`config.mk`:
```
export PLATFORM = sky130hd
export DESIGN_NAME = drive_power_state_machine_top_flat
export DESIGN_NICKNAME = d
export VERILOG_FILES = /design/src/rtl/dpsm_pkg.sv /design/src/rtl/dpsm_if.sv /design/src/rtl/dpsm_next.sv /design/src/rtl/drive_power_state_machine_top.sv /design/src/flat_wrapper.sv
export SDC_FILE = /design/constraint.sdc
export NUM_CORES = 1
export LEC_CHECK = 0
export BUFFER_PORTS_ARGS = -buffer_cell sky130_fd_sc_hd__buf_4
export CELL_PAD_IN_SITES_DETAIL_PLACEMENT = 0
export CELL_PAD_IN_SITES_GLOBAL_PLACEMENT = 1
export CORE_MARGIN = 2
export CORE_UTILIZATION = 30
export CTS_CLUSTER_SIZE = 14
export DETAILED_ROUTE_END_ITERATION = 8
export GPL_ROUTABILITY_DRIVEN = 0
export PLACE_DENSITY = 0.59
export SETUP_SLACK_MARGIN = 0.3
export SYNTH_ARGS = -nofsm -noshare
export SYNTH_HDL_FRONTEND = slang
export SYNTH_SLANG_ARGS = --single-unit
```
`constraint.sdc`:
```
create_clock -name clk -period 4.4 [get_ports clk]
set_clock_uncertainty 0.15 [all_clocks]
set_input_delay 0.44 -clock clk [delete_from_list [all_inputs] [get_ports clk]]
set_output_delay 0.44 -clock clk [all_outputs]
set_load 0.01 [all_outputs]
```
`src/rtl/dpsm_pkg.sv`:
```
// Package for the drive power state machine: state codes, status word bit
// positions, request and result types. Depends on nothing.
`default_nettype none

package dpsm_pkg;

  // Drive power states, encoded as the reported state code.
  typedef enum logic [3:0] {
    ST_START       = 4'd0,
    ST_NOT_READY   = 4'd1,
    ST_DISABLED    = 4'd2,
    ST_READY       = 4'd3,
    ST_SWITCHED_ON = 4'd4,
    ST_OP_ENABLED  = 4'd5,
    ST_QSTOP       = 4'd6,
    ST_FAULT_REACT = 4'd7,
    ST_FAULT       = 4'd8
  } state_t;

  // Status word bits as held in the six-bit status register.
  localparam int unsigned StatusWidth = 6;
  typedef logic [StatusWidth-1:0] status_t;

  localparam status_t SB_RTSO  = 6'b00_0001;
  localparam status_t SB_SO    = 6'b00_0010;
  localparam status_t SB_OE    = 6'b00_0100;
  localparam status_t SB_FAULT = 6'b00_1000;
  localparam status_t SB_QS    = 6'b01_0000;
  localparam status_t SB_SOD   = 6'b10_0000;

  // Request opcodes.
  localparam logic OP_CONTROL = 1'b0;
  localparam logic OP_FAULT   = 1'b1;

  // One request as captured in the input register.
  typedef struct packed {
    logic op;
    logic cmd_switch_on;
    logic cmd_enable_voltage;
    logic cmd_quick_stop;
    logic cmd_enable_operation;
    logic cmd_fault_reset;
  } request_t;

  // Architectural state carried from one request to the next.
  typedef struct packed {
    state_t  machine_state;
    status_t status_bits;
    logic    pid_flag;
    logic    quick_stop_flag;
    logic    prev_fault_reset;
  } drive_state_t;

endpackage

`default_nettype wire

```
`src/rtl/dpsm_if.sv`:
```
// Valid/ready channel interfaces for requests and results of the drive power
// state machine. Depends on nothing.
`default_nettype none

interface dpsm_req_if;
  logic valid;
  logic ready;
  logic op;
  logic cmd_switch_on;
  logic cmd_enable_voltage;
  logic cmd_quick_stop;
  logic cmd_enable_operation;
  logic cmd_fault_reset;

  modport source (
    output valid, op, cmd_switch_on, cmd_enable_voltage, cmd_quick_stop,
           cmd_enable_operation, cmd_fault_reset,
    input  ready
  );
  modport sink (
    input  valid, op, cmd_switch_on, cmd_enable_voltage, cmd_quick_stop,
           cmd_enable_operation, cmd_fault_reset,
    output ready
  );
endinterface

interface dpsm_rsp_if;
  logic       valid;
  logic       ready;
  logic [3:0] state_code;
  logic       sts_ready_to_switch_on;
  logic       sts_switched_on;
  logic       sts_operation_enabled;
  logic       sts_fault;
  logic       sts_quick_stop;
  logic       sts_switch_on_disabled;
  logic       pid_enable;
  logic       quick_stop_enable;

  modport source (
    output valid, state_code, sts_ready_to_switch_on, sts_switched_on,
           sts_operation_enabled, sts_fault, sts_quick_stop,
           sts_switch_on_disabled, pid_enable, quick_stop_enable,
    input  ready
  );
  modport sink (
    input  valid, state_code, sts_ready_to_switch_on, sts_switched_on,
           sts_operation_enabled, sts_fault, sts_quick_stop,
           sts_switch_on_disabled, pid_enable, quick_stop_enable,
    output ready
  );
endinterface

`default_nettype wire

```
`src/rtl/dpsm_next.sv`:
```
// Next-state logic of the drive power state machine: decodes the control
// word and computes the state after one request. Depends on dpsm_pkg.
`default_nettype none

module dpsm_next (
  input  dpsm_pkg::request_t     req,
  input  dpsm_pkg::drive_state_t cur,
  output dpsm_pkg::drive_state_t nxt
);

  logic c_shutdown;
  logic c_switch_on;
  logic c_enable_op;
  logic c_disable_op;
  logic c_disable_v;
  logic c_qstop;
  logic c_fault_reset;
  dpsm_pkg::status_t qs_kept;

  // Control word command decoding.
  always_comb begin
    c_shutdown    = !req.cmd_switch_on && req.cmd_enable_voltage && req.cmd_quick_stop
                    && !req.cmd_fault_reset;
    c_switch_on   = req.cmd_switch_on && req.cmd_enable_voltage && req.cmd_quick_stop
                    && !req.cmd_fault_reset;
    c_enable_op   = c_switch_on && req.cmd_enable_operation;
    c_disable_op  = c_switch_on && !req.cmd_enable_operation;
    c_disable_v   = !req.cmd_enable_voltage && !req.cmd_fault_reset;
    c_qstop       = req.cmd_enable_voltage && !req.cmd_quick_stop && !req.cmd_fault_reset;
    c_fault_reset = req.cmd_fault_reset && !cur.prev_fault_reset;
    qs_kept       = cur.status_bits & dpsm_pkg::SB_QS;
  end

  // State transitions. Unlisted commands only record the fault reset bit.
  always_comb begin
    nxt = cur;
    if (req.op == dpsm_pkg::OP_FAULT) begin
      nxt.quick_stop_flag = 1'b0;
      nxt.pid_flag        = 1'b0;
      nxt.status_bits     = qs_kept | dpsm_pkg::SB_RTSO | dpsm_pkg::SB_SO
                            | dpsm_pkg::SB_OE | dpsm_pkg::SB_FAULT;
      nxt.machine_state   = dpsm_pkg::ST_FAULT_REACT;
    end else begin
      case (cur.machine_state)
        dpsm_pkg::ST_NOT_READY: begin
          nxt.status_bits   = qs_kept | dpsm_pkg::SB_SOD;
          nxt.machine_state = dpsm_pkg::ST_DISABLED;
        end
        dpsm_pkg::ST_DISABLED: begin
          if (c_shutdown) begin
            nxt.status_bits   = dpsm_pkg::SB_RTSO | dpsm_pkg::SB_QS;
            nxt.machine_state = dpsm_pkg::ST_READY;
          end
        end
        dpsm_pkg::ST_READY: begin
          if (c_switch_on) begin
            nxt.status_bits   = dpsm_pkg::SB_RTSO | dpsm_pkg::SB_SO | dpsm_pkg::SB_QS;
            nxt.machine_state = dpsm_pkg::ST_SWITCHED_ON;
          end else if (c_disable_v || c_qstop) begin
            nxt.status_bits   = qs_kept | dpsm_pkg::SB_SOD;
            nxt.machine_state = dpsm_pkg::ST_DISABLED;
          end
        end
        dpsm_pkg::ST_SWITCHED_ON: begin
          if (c_enable_op) begin
            nxt.status_bits   = dpsm_pkg::SB_RTSO | dpsm_pkg::SB_SO | dpsm_pkg::SB_OE
                                | dpsm_pkg::SB_QS;
            nxt.machine_state = dpsm_pkg::ST_OP_ENABLED;
            nxt.pid_flag      = 1'b1;
          end else if (c_disable_v || c_qstop) begin
            nxt.status_bits   = qs_kept | dpsm_pkg::SB_SOD;
            nxt.machine_state = dpsm_pkg::ST_DISABLED;
          end else if (c_shutdown) begin
            nxt.status_bits   = dpsm_pkg::SB_RTSO | dpsm_pkg::SB_QS;
            nxt.machine_state = dpsm_pkg::ST_READY;
          end
        end
        dpsm_pkg::ST_OP_ENABLED: begin
          if (c_qstop) begin
            nxt.status_bits     = dpsm_pkg::SB_RTSO | dpsm_pkg::SB_SO | dpsm_pkg::SB_OE;
            nxt.quick_stop_flag = 1'b1;
            nxt.machine_state   = dpsm_pkg::ST_QSTOP;
          end else if (c_disable_op) begin
            nxt.status_bits   = dpsm_pkg::SB_RTSO | dpsm_pkg::SB_SO | dpsm_pkg::SB_QS;
            nxt.machine_state = dpsm_pkg::ST_SWITCHED_ON;
            nxt.pid_flag      = 1'b0;
          end else if (c_shutdown) begin
            nxt.status_bits   = dpsm_pkg::SB_RTSO | dpsm_pkg::SB_QS;
            nxt.machine_state = dpsm_pkg::ST_READY;
            nxt.pid_flag      = 1'b0;
          end else if (c_disable_v) begin
            nxt.status_bits   = qs_kept | dpsm_pkg::SB_SOD;
            nxt.machine_state = dpsm_pkg::ST_DISABLED;
            nxt.pid_flag      = 1'b0;
          end
        end
        dpsm_pkg::ST_QSTOP: begin
          if (c_disable_v) begin
            nxt.status_bits     = qs_kept | dpsm_pkg::SB_SOD;
            nxt.machine_state   = dpsm_pkg::ST_DISABLED;
            nxt.quick_stop_flag = 1'b0;
            nxt.pid_flag        = 1'b0;
          end else if (c_enable_op) begin
            nxt.status_bits     = dpsm_pkg::SB_RTSO | dpsm_pkg::SB_SO | dpsm_pkg::SB_OE
                                  | dpsm_pkg::SB_QS;
            nxt.machine_state   = dpsm_pkg::ST_OP_ENABLED;
            nxt.quick_stop_flag = 1'b0;
          end
        end
        dpsm_pkg::ST_FAULT_REACT: begin
          nxt.status_bits   = qs_kept | dpsm_pkg::SB_FAULT;
          nxt.machine_state = dpsm_pkg::ST_FAULT;
        end
        dpsm_pkg::ST_FAULT: begin
          if (c_fault_reset) begin
            nxt.status_bits   = qs_kept | dpsm_pkg::SB_SOD;
            nxt.machine_state = dpsm_pkg::ST_DISABLED;
          end
        end
        default: begin
          // Start state: the first control word moves on to not ready.
          nxt.status_bits   = qs_kept;
          nxt.machine_state = dpsm_pkg::ST_NOT_READY;
        end
      endcase
      nxt.prev_fault_reset = req.cmd_fault_reset;
    end
  end

endmodule

`default_nettype wire

```
`src/rtl/drive_power_state_machine_top.sv`:
```
// Top level of the drive power state machine: input register, next-state
// logic and result register. Depends on dpsm_pkg, dpsm_if and dpsm_next.
//
//   Channel  Direction  Carries
//   req      in         op and five control word bits, one request per tick when not stalled
//   rsp      out        state code, six status word bits, two drive flags
//
// Each request passes through the input register and then the result register.
// One request is accepted every cycle unless a stalled result has filled both
// registers; the state register is the only loop.
// Reset puts the machine in the start state with all status bits and flags low.
// A stalled result holds the result register and, once the input register is
// full as well, req.ready drops in the same cycle.
`default_nettype none

module drive_power_state_machine_top (
  input  wire logic   clk,
  input  wire logic   rst,
  dpsm_req_if.sink    req,
  dpsm_rsp_if.source  rsp
);

  dpsm_pkg::request_t     in_data;
  logic                   in_valid;
  dpsm_pkg::drive_state_t cur;
  dpsm_pkg::drive_state_t nxt;
  dpsm_pkg::drive_state_t result;
  logic                   out_valid;
  logic                   advance;

  // The input register moves on when the result register is free or drains.
  assign advance   = !out_valid || rsp.ready;
  assign req.ready = !in_valid || advance;

  // Input register.
  always_ff @(posedge clk) begin
    if (rst) begin
      in_valid <= 1'b0;
    end else if (req.ready) begin
      in_valid <= req.valid;
    end
  end

  always_ff @(posedge clk) begin
    if (req.valid && req.ready) begin
      in_data <= '{op:                   req.op,
                   cmd_switch_on:        req.cmd_switch_on,
                   cmd_enable_voltage:   req.cmd_enable_voltage,
                   cmd_quick_stop:       req.cmd_quick_stop,
                   cmd_enable_operation: req.cmd_enable_operation,
                   cmd_fault_reset:      req.cmd_fault_reset};
    end
  end

  dpsm_next u_next (
    .req (in_data),
    .cur (cur),
    .nxt (nxt)
  );

  // Machine state, updated once per request as it leaves the input register.
  always_ff @(posedge clk) begin
    if (rst) begin
      cur <= '{machine_state:    dpsm_pkg::ST_START,
               status_bits:      '0,
               pid_flag:         1'b0,
               quick_stop_flag:  1'b0,
               prev_fault_reset: 1'b0};
    end else if (in_valid && advance) begin
      cur <= nxt;
    end
  end

  // Result register.
  always_ff @(posedge clk) begin
    if (rst) begin
      out_valid <= 1'b0;
    end else if (advance) begin
      out_valid <= in_valid;
    end
  end

  always_ff @(posedge clk) begin
    if (in_valid && advance) begin
      result <= nxt;
    end
  end

  assign rsp.valid                  = out_valid;
  assign rsp.state_code             = result.machine_state;
  assign rsp.sts_ready_to_switch_on = result.status_bits[0];
  assign rsp.sts_switched_on        = result.status_bits[1];
  assign rsp.sts_operation_enabled  = result.status_bits[2];
  assign rsp.sts_fault              = result.status_bits[3];
  assign rsp.sts_quick_stop         = result.status_bits[4];
  assign rsp.sts_switch_on_disabled = result.status_bits[5];
  assign rsp.pid_enable             = result.pid_flag;
  assign rsp.quick_stop_enable      = result.quick_stop_flag;

endmodule

`default_nettype wire

```
`src/flat_wrapper.sv`:
```
// flat-port wrapper written by rule: the top's interface ports become plain ports
module drive_power_state_machine_top_flat 
  (clk, rst, req_valid, req_op, req_cmd_switch_on, req_cmd_enable_voltage, req_cmd_quick_stop, req_cmd_enable_operation, req_cmd_fault_reset, req_ready, rsp_valid, rsp_state_code, rsp_sts_ready_to_switch_on, rsp_sts_switched_on, rsp_sts_operation_enabled, rsp_sts_fault, rsp_sts_quick_stop, rsp_sts_switch_on_disabled, rsp_pid_enable, rsp_quick_stop_enable, rsp_ready);
  dpsm_req_if req_i ();
  dpsm_rsp_if rsp_i ();
  input  wire logic clk;
  input  wire logic rst;
  input wire logic [$bits(req_i.valid)-1:0] req_valid;
  input wire logic [$bits(req_i.op)-1:0] req_op;
  input wire logic [$bits(req_i.cmd_switch_on)-1:0] req_cmd_switch_on;
  input wire logic [$bits(req_i.cmd_enable_voltage)-1:0] req_cmd_enable_voltage;
  input wire logic [$bits(req_i.cmd_quick_stop)-1:0] req_cmd_quick_stop;
  input wire logic [$bits(req_i.cmd_enable_operation)-1:0] req_cmd_enable_operation;
  input wire logic [$bits(req_i.cmd_fault_reset)-1:0] req_cmd_fault_reset;
  output wire logic [$bits(req_i.ready)-1:0] req_ready;
  output wire logic [$bits(rsp_i.valid)-1:0] rsp_valid;
  output wire logic [$bits(rsp_i.state_code)-1:0] rsp_state_code;
  output wire logic [$bits(rsp_i.sts_ready_to_switch_on)-1:0] rsp_sts_ready_to_switch_on;
  output wire logic [$bits(rsp_i.sts_switched_on)-1:0] rsp_sts_switched_on;
  output wire logic [$bits(rsp_i.sts_operation_enabled)-1:0] rsp_sts_operation_enabled;
  output wire logic [$bits(rsp_i.sts_fault)-1:0] rsp_sts_fault;
  output wire logic [$bits(rsp_i.sts_quick_stop)-1:0] rsp_sts_quick_stop;
  output wire logic [$bits(rsp_i.sts_switch_on_disabled)-1:0] rsp_sts_switch_on_disabled;
  output wire logic [$bits(rsp_i.pid_enable)-1:0] rsp_pid_enable;
  output wire logic [$bits(rsp_i.quick_stop_enable)-1:0] rsp_quick_stop_enable;
  input wire logic [$bits(rsp_i.ready)-1:0] rsp_ready;
  assign req_i.valid = req_valid;
  assign req_i.op = req_op;
  assign req_i.cmd_switch_on = req_cmd_switch_on;
  assign req_i.cmd_enable_voltage = req_cmd_enable_voltage;
  assign req_i.cmd_quick_stop = req_cmd_quick_stop;
  assign req_i.cmd_enable_operation = req_cmd_enable_operation;
  assign req_i.cmd_fault_reset = req_cmd_fault_reset;
  assign req_ready = req_i.ready;
  assign rsp_valid = rsp_i.valid;
  assign rsp_state_code = rsp_i.state_code;
  assign rsp_sts_ready_to_switch_on = rsp_i.sts_ready_to_switch_on;
  assign rsp_sts_switched_on = rsp_i.sts_switched_on;
  assign rsp_sts_operation_enabled = rsp_i.sts_operation_enabled;
  assign rsp_sts_fault = rsp_i.sts_fault;
  assign rsp_sts_quick_stop = rsp_i.sts_quick_stop;
  assign rsp_sts_switch_on_disabled = rsp_i.sts_switch_on_disabled;
  assign rsp_pid_enable = rsp_i.pid_enable;
  assign rsp_quick_stop_enable = rsp_i.quick_stop_enable;
  assign rsp_i.ready = rsp_ready;
  drive_power_state_machine_top u_core (.clk(clk), .rst(rst), .req(req_i), .rsp(rsp_i));
endmodule
```
### Yosys cells after proc, flatten, opt, wreduce, memory -nomap -nowiden

Cells that the tools add are included.

| operators by class | value |
|---|---|
| add/subtract/negate cells | 0 |
| multipliers | 0 |
| div/mod/pow operators | 0 |
| order comparisons | 0 |
| equality and inequality tests | 8 |
| shift-type cells | 0 |
| muxes and demuxes | 22 |
| bitwise logic cells | 1 |
| reduce and logical (&&, ||, !) cells | 26 |

Operators with widths:

| operator | count |
|---|---|
| 10-bit 2-to-1 mux | 9 |
| 10-bit one-hot mux with 8 select lines | 1 |
| 11-bit 2-to-1 mux | 3 |
| 4-bit by 3-bit == test with 1-bit output (second input constant) | 4 |
| 1-bit logical AND | 14 |
| 12-bit 2-to-1 mux | 1 |
| 4-bit by 2-bit == test with 1-bit output (second input constant) | 2 |
| 1-bit zero test | 8 |
| 1-bit 2-to-1 mux | 6 |
| 4-bit by 1-bit == test with 1-bit output (second input constant) | 1 |
| 4-bit == test (second input constant) | 1 |
| 1-bit logical OR | 3 |
| 1-bit one-hot mux with 3 select lines | 1 |
| 1-bit one-hot mux with 2 select lines | 1 |
| 2-bit AND reduction | 1 |
| 1-bit NOT | 1 |

| word-level totals | value |
|---|---|
| flip-flop bits (word level) | 33 |
| latch bits | 0 |
| RAM bits | 0 |
| bits in read-only memories | 0 |
| bits of input ports | 10 |
| logic and storage cells | 74 |
| memories | 0 |

### Longest topological paths before layout

Gate-level depths: netlist of the first run.

| logic depth | value |
|---|---|
| word-level depth | 9 |
| mapped depth | 7 |
| mapped depth without buffers | 6 |

### By module

A second synthesis of the first run with hierarchy kept.

| unflattened totals | value |
|---|---|
| cells, all modules | 222 |
| area total of the unflattened synthesis | 2,153.3 sq um |

By module, submodules not included:

| module | times used | cells an instance | area each (sq um) | seq. area each (sq um) |
|---|---|---|---|---|
| drive_power_state_machine_top | 1 | 85 | 1,224.9 | 840.8 |
| dpsm_next | 1 | 137 | 928.4 | 0.0 |

### Worst setup path before layout of the first run

Ideal clock, no wire load.

| path | value |
|---|---|
| kind | input to register |
| start | input port rsp_ready |
| end | register u_core.cur[6] (netlist name) |
| data arrival time | 1,754 ps |
| required time | 4,118 ps |
| setup slack | 2,364 ps |
| cell stages on the path | 7 |
| path buffers | 2 |
| cells stage by stage | nor2b_1 nand2b_1 buf_2 clkinv_1 clkbuf_1 o21ai_0 a21oi_1 |

| on the way | value |
|---|---|
| cells in the longest elaborated chain, start to end | 2 |

RTL lines:

| item | RTL line | source |
|---|---|---|
| start: declaration | flat_wrapper.sv:26 | `input wire logic [$bits(rsp_i.ready)-1:0] rsp_ready;` |
| 1-bit logical OR | drive_power_state_machine_top.sv:32 | `assign advance = !out_valid \|\| rsp.ready;` |
| 1-bit logical AND | drive_power_state_machine_top.sv:69 | `end else if (in_valid && advance) begin` |

No other way between the ends.
A chain may end at the register's enable or synchronous reset.

==> summary.txt, run 1 <==
CTS
  – Number of hold buffers added after cts: 0
  – Post-cts gate resize count: 0
  – CTS sink cnt: 33
  – Post-CTS Setup Bufs: 0
  – Worst-path clk slew: 70 ps
  – Total CTS buffers: 5
  – H-tree levels: 2
  – CTS tree: yes
  – Max Root-Sink Buffers: 2
  – CTS Root Buffer Type: clkbuf_8
  – Clock Latency Late Sink: 290 ps

Critical path
  – Crit-path max FO: 24
  – Crit path from: u_core.cur[10]
  – Nature of the critical path startpoint: register
  – Crit end category: register
  – Cells on worst reg2reg path: 5
  – Worst Path Required: 4400 ps
  – Worst Path Arrival: 2550 ps
  – End point of the critical path: u_core.rsp.sts_operation_enabled
  – R2r startpoint: u_core.cur[10]
  – Reg2Reg Capture Point: u_core.rsp.sts_operation_enabled
  – CP Class: register to register
  – Reg2reg setup slack: 1840 ps

Detailed routing
  – Post-route DRC violation count: 0
  – Post-Route WL: 5.86 mm
  – Avg WL per Cell: 17.5 µm
  – DRT iter0 DRCs: 223
  – Vias per cell: 5.53
  – Number of routed nets with antenna violations: 0
  – Drt first pass iters: 5
  – Vias: 1848

Run
  – Max-Cap Viols: 0

Min path
  – Hold path depth: 1
  – Min-delay src: req_op
  – Hold Path Class: input port to register

GRT
  – GRT overflow: 0
  – First-pass GRT wire length: 9.68 mm
  – Largest net degree at the start of global routing: 29
  – Vias in the first global route: 1762
  – Initial antenna violation count: 0
  – GR Util All Layers: 16.4%

Placement
  – Pre-CTS setup slack: 1690 ps
  – Placed Cells: 326
  – # port buffers: 23
  – Detailed Place HPWL: 4.06 mm

Floorplanning
  – Initial core utilization: 31.2%
  – Core area: 6870 µm²
  – Cell Rows: 30
  – Die H: 88.6 µm
  – Die W: 88.6 µm
  – I/O pins: 24
  – Die footprint: 7840 µm²

Synthesis
  – Mapped Area: 2140 µm²
  – Netlist cell types: 65
  – Post-Syn Area per Cell: 9.53 µm²
  – Ys async rst share: 0%
  – Mapped Cells: 225
  – FF+latch count, synth: 33
  – Post-synthesis sequential area ratio: 39.2%
  – Post-synth EDFFs: 18
  – Primary FF master, synth: edfxtp_1
  – Synth Net Count: 235
  – Synth Warn #: 0

STA
  – Least-Margin Pin Slew: 955 ps
  – Max frequency: 0.391 GHz
  – Worst rel slew slack: 36.2%
  – Worst setup margin: 1840 ps
  – Tcrit/Tclk final: 58.1%
  – Setup tns final: 0 ps
  – Min Hold Slack: 175 ps
  – # setup viols final: 0
  – RSZ-0062 raised after global routing: no
  – Hold Fails Final Rpt: 0
  – Fin. max-slew vios: 0
  – Crit path time final: 2560 ps

Layout
  – # diodes: 0
  – Area Overhead vs Synth: 13.8%
  – Max reg flops: 13
  – Final core occ: 35.5%
  – Commonest non-fill, non-tap cells in the layout: 23 x buf_4, 18 x a21oi_1, 18 x edfxtp_1, 17 x nand2_1, 17 x nor2_1
  – Most common cell after layout, fill and taps aside: buf_4
  – Largest register by flop count: u_core.cur
  – Number of nets in the layout: 247
  – Layout cells sized above 1: 20.6%
  – Layout Cells excl Fill: 334

Outcome
  – Status: finished clean

Power and ir drop
  – Power Dens Cells: 321 nW/µm²
  – Peak VDD IR: 0.000127 V
  – P_leak: 0.816 nW
-- how the worst min path moves through the flow --
| stage | endpoint | slack (ps) |
|---|---|---|
| global placement | u_core.cur[2] | 310 |
| floorplan | u_core.cur[2] | 290 |
| CTS | u_core.in_data[5] | 160 |
| global route | u_core.in_data[2] | 160 |
| detailed placement | u_core.cur[2] | 320 |
| finish | u_core.in_data[5] | 170 |
-- through the flow --
step / instance area (µm²) / total power [mW]
after CTS: 2440 / 0.794
after global routing: 2440 / 0.820
after detailed placement: 2320 / 0.486
after floorplan: 2140 / 0.452
after global placement: 2320 / 0.488
final: 2440 / 0.783
-- kinds of logic (layout without fill, tap and decap cells) --
group,count (synthesis),after routing,synth area share [%]
DFF,33,33,39.2
xor gates and xnor gates,2,2,0.817
AOI/OAI and AO/OA,72,72,23.1
muxes,1,1,0.467
buffers and inverters,22,35,5.95
and+or+nand+nor,95,95,30.5
-- critical path, stage by stage, from the launching register on --
cell,delay [ps]
dfxtp_1,920
nor4b_2,590
a22oi_1,200
o21ai_0,320
o21ai_1,130
nand4_1,110
-- cell type report --
cell class	count	area, µm²
clock buffers	7	86.3
clock inverters	1	30.0
fillers	721	4430
inverters	4	15.0
multi-input cells	170	1180
flip-flops and latches	33	841
well taps	96	120
repair buffers	23	173
-- where the power goes --
part / switching [mW] / internal [mW] / total (mW)
combinational: 0.0569 / 0.0485 / 0.105
sequential: 0.0327 / 0.343 / 0.376
clock: 0.117 / 0.185 / 0.302
-- cells in the mapped netlist (2+ instances only) --
cell type,count,area (µm²)
a21oi_1,18,90.1
edfxtp_1,18,541
nand2_1,17,63.8
nor2_1,17,63.8
dfxtp_1,15,300
o21ai_0,14,70.1
buf_2,6,30.0
nand3b_1,6,45.0
clkbuf_1,5,18.8
nor2b_1,5,31.3
nor4bb_1,5,50.1
a22oi_1,4,30.0
a31oi_1,4,25.0
buf_4,4,30.0
nand2b_1,4,25.0
nand3_1,4,20.0
nand4_1,4,25.0
nor3_1,4,20.0
o21ai_1,4,20.0
and2_1,3,18.8
and4bb_2,3,37.5
buf_6,3,33.8
inv_1,3,11.3
nor3b_1,3,22.5
o21a_1,3,22.5
a211oi_2,2,25.0
a21o_1,2,15.0
a311oi_1,2,17.5
and4bb_4,2,32.5
nand4bb_1,2,22.5
nor3_2,2,20.0
o2111ai_1,2,17.5
o22ai_1,2,12.5
xnor2_1,2,17.5
-- routing by layer --
| metal | up-vias | track usage (%) | wire [µm] |
|---|---|---|---|
| li1 | 890 | - | - |
| met4 | 0 | 7.44 | 193 |
| met5 | - | 0 | 0 |
| met2 | 89 | 25.1 | 2690 |
| met3 | 21 | 3.92 | 405 |
| met1 | 848 | 21.8 | 2570 |
No activity file was read; power rests on OpenSTA's default activity.
==> run 2: changes to the inputs <==
PLACE_DENSITY = 0.61   (was 0.59)
clock period = 2.06 ns   (was 4.4 ns; I/O delays follow)
==> summary.txt, run 2 (synthesized netlist as in run 1, its figures left out) <==
Outcome
  – Status: finished clean

GRT
  – GRT overflow: 0 (unchanged)
  – Initial antenna violation count: 0 (unchanged)
  – Largest net degree at the start of global routing: 27 (-6.9%)
  – GR Util All Layers: 18.3% (+2.0 points)
  – Vias in the first global route: 1967 (+12%)
  – First-pass GRT wire length: 10.6 mm (+9.6%)

Critical path
  – Worst Path Arrival: 2080 ps (-470 ps)
  – Crit path max-delay family: compound AO/OA/AOI/OAI gates
  – Crit end category: register
  – Nature of the critical path startpoint: register
  – Worst Path Required: 2100 ps (-2300 ps)
  – Critical path buffers and inverters: 2 (+2)
  – Slowest CP cell: edfxtp_1
  – Max incr delay on CP: 480 ps (-440 ps)
  – Crit-path max FO: 4 (-83%)
  – CP Class: register to register
  – Worst-path cell chain: buf_4, buf_6, and4b_1, nand4_1, a22oi_1, a2111o_1, o21a_1

CTS
  – H-tree levels: 2 (unchanged)
  – Clock Latency Late Sink: 290 ps (about the same)
  – Max Root-Sink Buffers: 2 (unchanged)
  – Total CTS buffers: 5 (unchanged)
  – CTS Root Buffer Type: clkbuf_8
  – CTS sink cnt: 33 (unchanged)
  – CTS tree: yes
  – Worst-path clk slew: 70 ps (about the same)

Layout
  – Max reg flops: 13 (unchanged)
  – Area Overhead vs Synth: 56.7%
  – # diodes: 0 (unchanged)
  – Largest register by flop count: u_core.cur
  – Number of nets in the layout: 322 (+30%)
  – Most common cell after layout, fill and taps aside: buf_4
  – Layout cells sized above 1: 49.8% (+29 points)
  – Commonest non-fill, non-tap cells in the layout: 78 x buf_4, 18 x edfxtp_1, 15 x nand2_1, 15 x nor2_1, 12 x dfxtp_1

Power and ir drop
  – Switching power: 497 µW (+140%)
  – Comb pwr share: 26.4% (+13 points)
  – Final Power: 1.68 mW (+120%)
  – Flop pwr share: 45.5% (-2.5 points)
  – Power Dens Cells: 501 nW/µm² (+56%)
  – P_int: 1.19 mW (+110%)
  – Sw Share: 29.5% (+3.1 points)
  – Clock power frac: 28.1% (-10 points)
  – Peak VDD IR: 0.000336 V (+160%)
  – P_leak: 1.24 nW (+52%)

Detailed routing
  – DRT iter0 DRCs: 178 (-20%)
  – Post-Route WL: 7.04 mm (+20%)
  – Vias: 2218 (+20%)
  – Vias per cell: 5.42 (-2.0%)
  – Avg WL per Cell: 17.2 µm (-1.9%)
  – Number of routed nets with antenna violations: 0 (unchanged)
  – Drt first pass iters: 5 (unchanged)
  – Post-route DRC violation count: 0 (unchanged)

STA
  – # setup viols final: 0 (unchanged)
  – Min Hold Slack: 62.7 ps (-112 ps)
  – Worst rel slew slack: 66.3% (+30 points)
  – Crit path time final: 2030 ps (-524 ps)
  – Fin. max-slew vios: 0 (unchanged)
  – RSZ-0062 raised after global routing: yes
  – Max frequency: 0.492 GHz (+26%)
  – Least-Margin Pin Slew: 505 ps (-451 ps)
  – Tcrit/Tclk final: 98.8% (+41 points)
  – Hold Fails Final Rpt: 0 (unchanged)

Floorplanning
  – Die footprint: 7840 µm² (unchanged)
  – Die H: 88.6 µm (unchanged)
  – Core area: 6870 µm² (unchanged)
  – Cell Rows: 30 (unchanged)
  – Die W: 88.6 µm (unchanged)
  – Initial core utilization: 31.2% (unchanged)
  – I/O pins: 24 (unchanged)

Placement
  – # port buffers: 23 (unchanged)
  – Detailed Place HPWL: 4.68 mm (+15%)

Run
  – Max-Cap Viols: 0 (unchanged)

Min path
  – Hold Path Class: input port to register
==> run 2: cell count changes in the layout (fill, tap and decap cells not counted), moves of 4 or more <==
cell and delta:
buf_4 +55, buf_6 +9, a21oi_1 -7, a21oi_2 +7, dlygate4sd3_1 +7, o21ai_0 -6
o21ai_2 +6, buf_12 +4
==> run 2: tightest hold or removal path: stages <==
cell     delay [ps]
buf_4            80
nor2b_1          50
nor2_1           80
nor2_1           40
==> run 2: worst paths after layout <==
check	startpoint	endpoint	slack (ps)	depth (start not counted)
setup reg to reg	u_core.in_data[3]	u_core.cur[3]	30	7
setup / recovery	u_core.in_data[3]	u_core.cur[3]	30	7
hold / removal	rsp_ready	u_core.rsp.valid	60	4
hold reg to reg	u_core.cur[1]	u_core.cur[1]	320	2
==> run 2: layer usage <==
| layer | vias to the layer above | wire [µm] | part of all wire [%] | GRT usage, % |
|---|---|---|---|---|
| li1 | 1037 | - | - | - |
| met1 | 1040 | 2950 | 42 | 24.1 |
| met2 | 108 | 3250 | 46 | 28.4 |
| met3 | 33 | 518 | 7.4 | 4.38 |
| met4 | 0 | 315 | 4.5 | 8.54 |
| met5 | - | 0 | 0 | 0 |
==> run 2: stage by stage <==
stage | std cells | cell area, µm² | utilization [%] | setup slack, ps | TNS (ps)
after floorplan | 225 | 2200 | - | 274 | 0
after global placement | 370 | 2720 | 39.6 | -63.8 | -120
after detailed placement | 370 | 2720 | 39.6 | -22.4 | -42.8
after CTS | 395 | 3050 | 44.5 | 71.8 | 0
after global routing | 409 | 3360 | 48.9 | -17.0 | -19.4
final | 409 | 3360 | 48.9 | 25.5 | 0
==> run 2: timing repair <==
| action | in CTS | in global routing |
|---|---|---|
| setup endpoints to repair | 23 | 24 |
| gates cloned | 0 | 0 |
| pin swaps | 18 | 21 |
| setup buffers | 10 | 14 |
| hold buffers | 7 | 0 |
| gates resized for setup | 28 | 40 |
| hold endpoints to repair | 7 | 0 |
==> run 2: power groups by stage <==
| stage | combinational (mW) | clock (mW) | sequential (mW) |
|---|---|---|---|
| floorplan | 0.204 | 0 | 0.776 |
| global placement | 0.341 | 0 | 0.780 |
| detailed placement | 0.338 | 0 | 0.780 |
| CTS | 0.391 | 0.481 | 0.765 |
| global route | 0.477 | 0.513 | 0.770 |
| finish | 0.445 | 0.474 | 0.766 |
==> run 2: area by class of cell <==
type	instances	area [µm²]
inverters	4	15.0
clock buffers	7	76.3
clock inverters	1	3.75
fillers	639	3510
multi-input cells	170	1460
well taps	96	120
repair buffers	98	837
flip-flops and latches	33	852
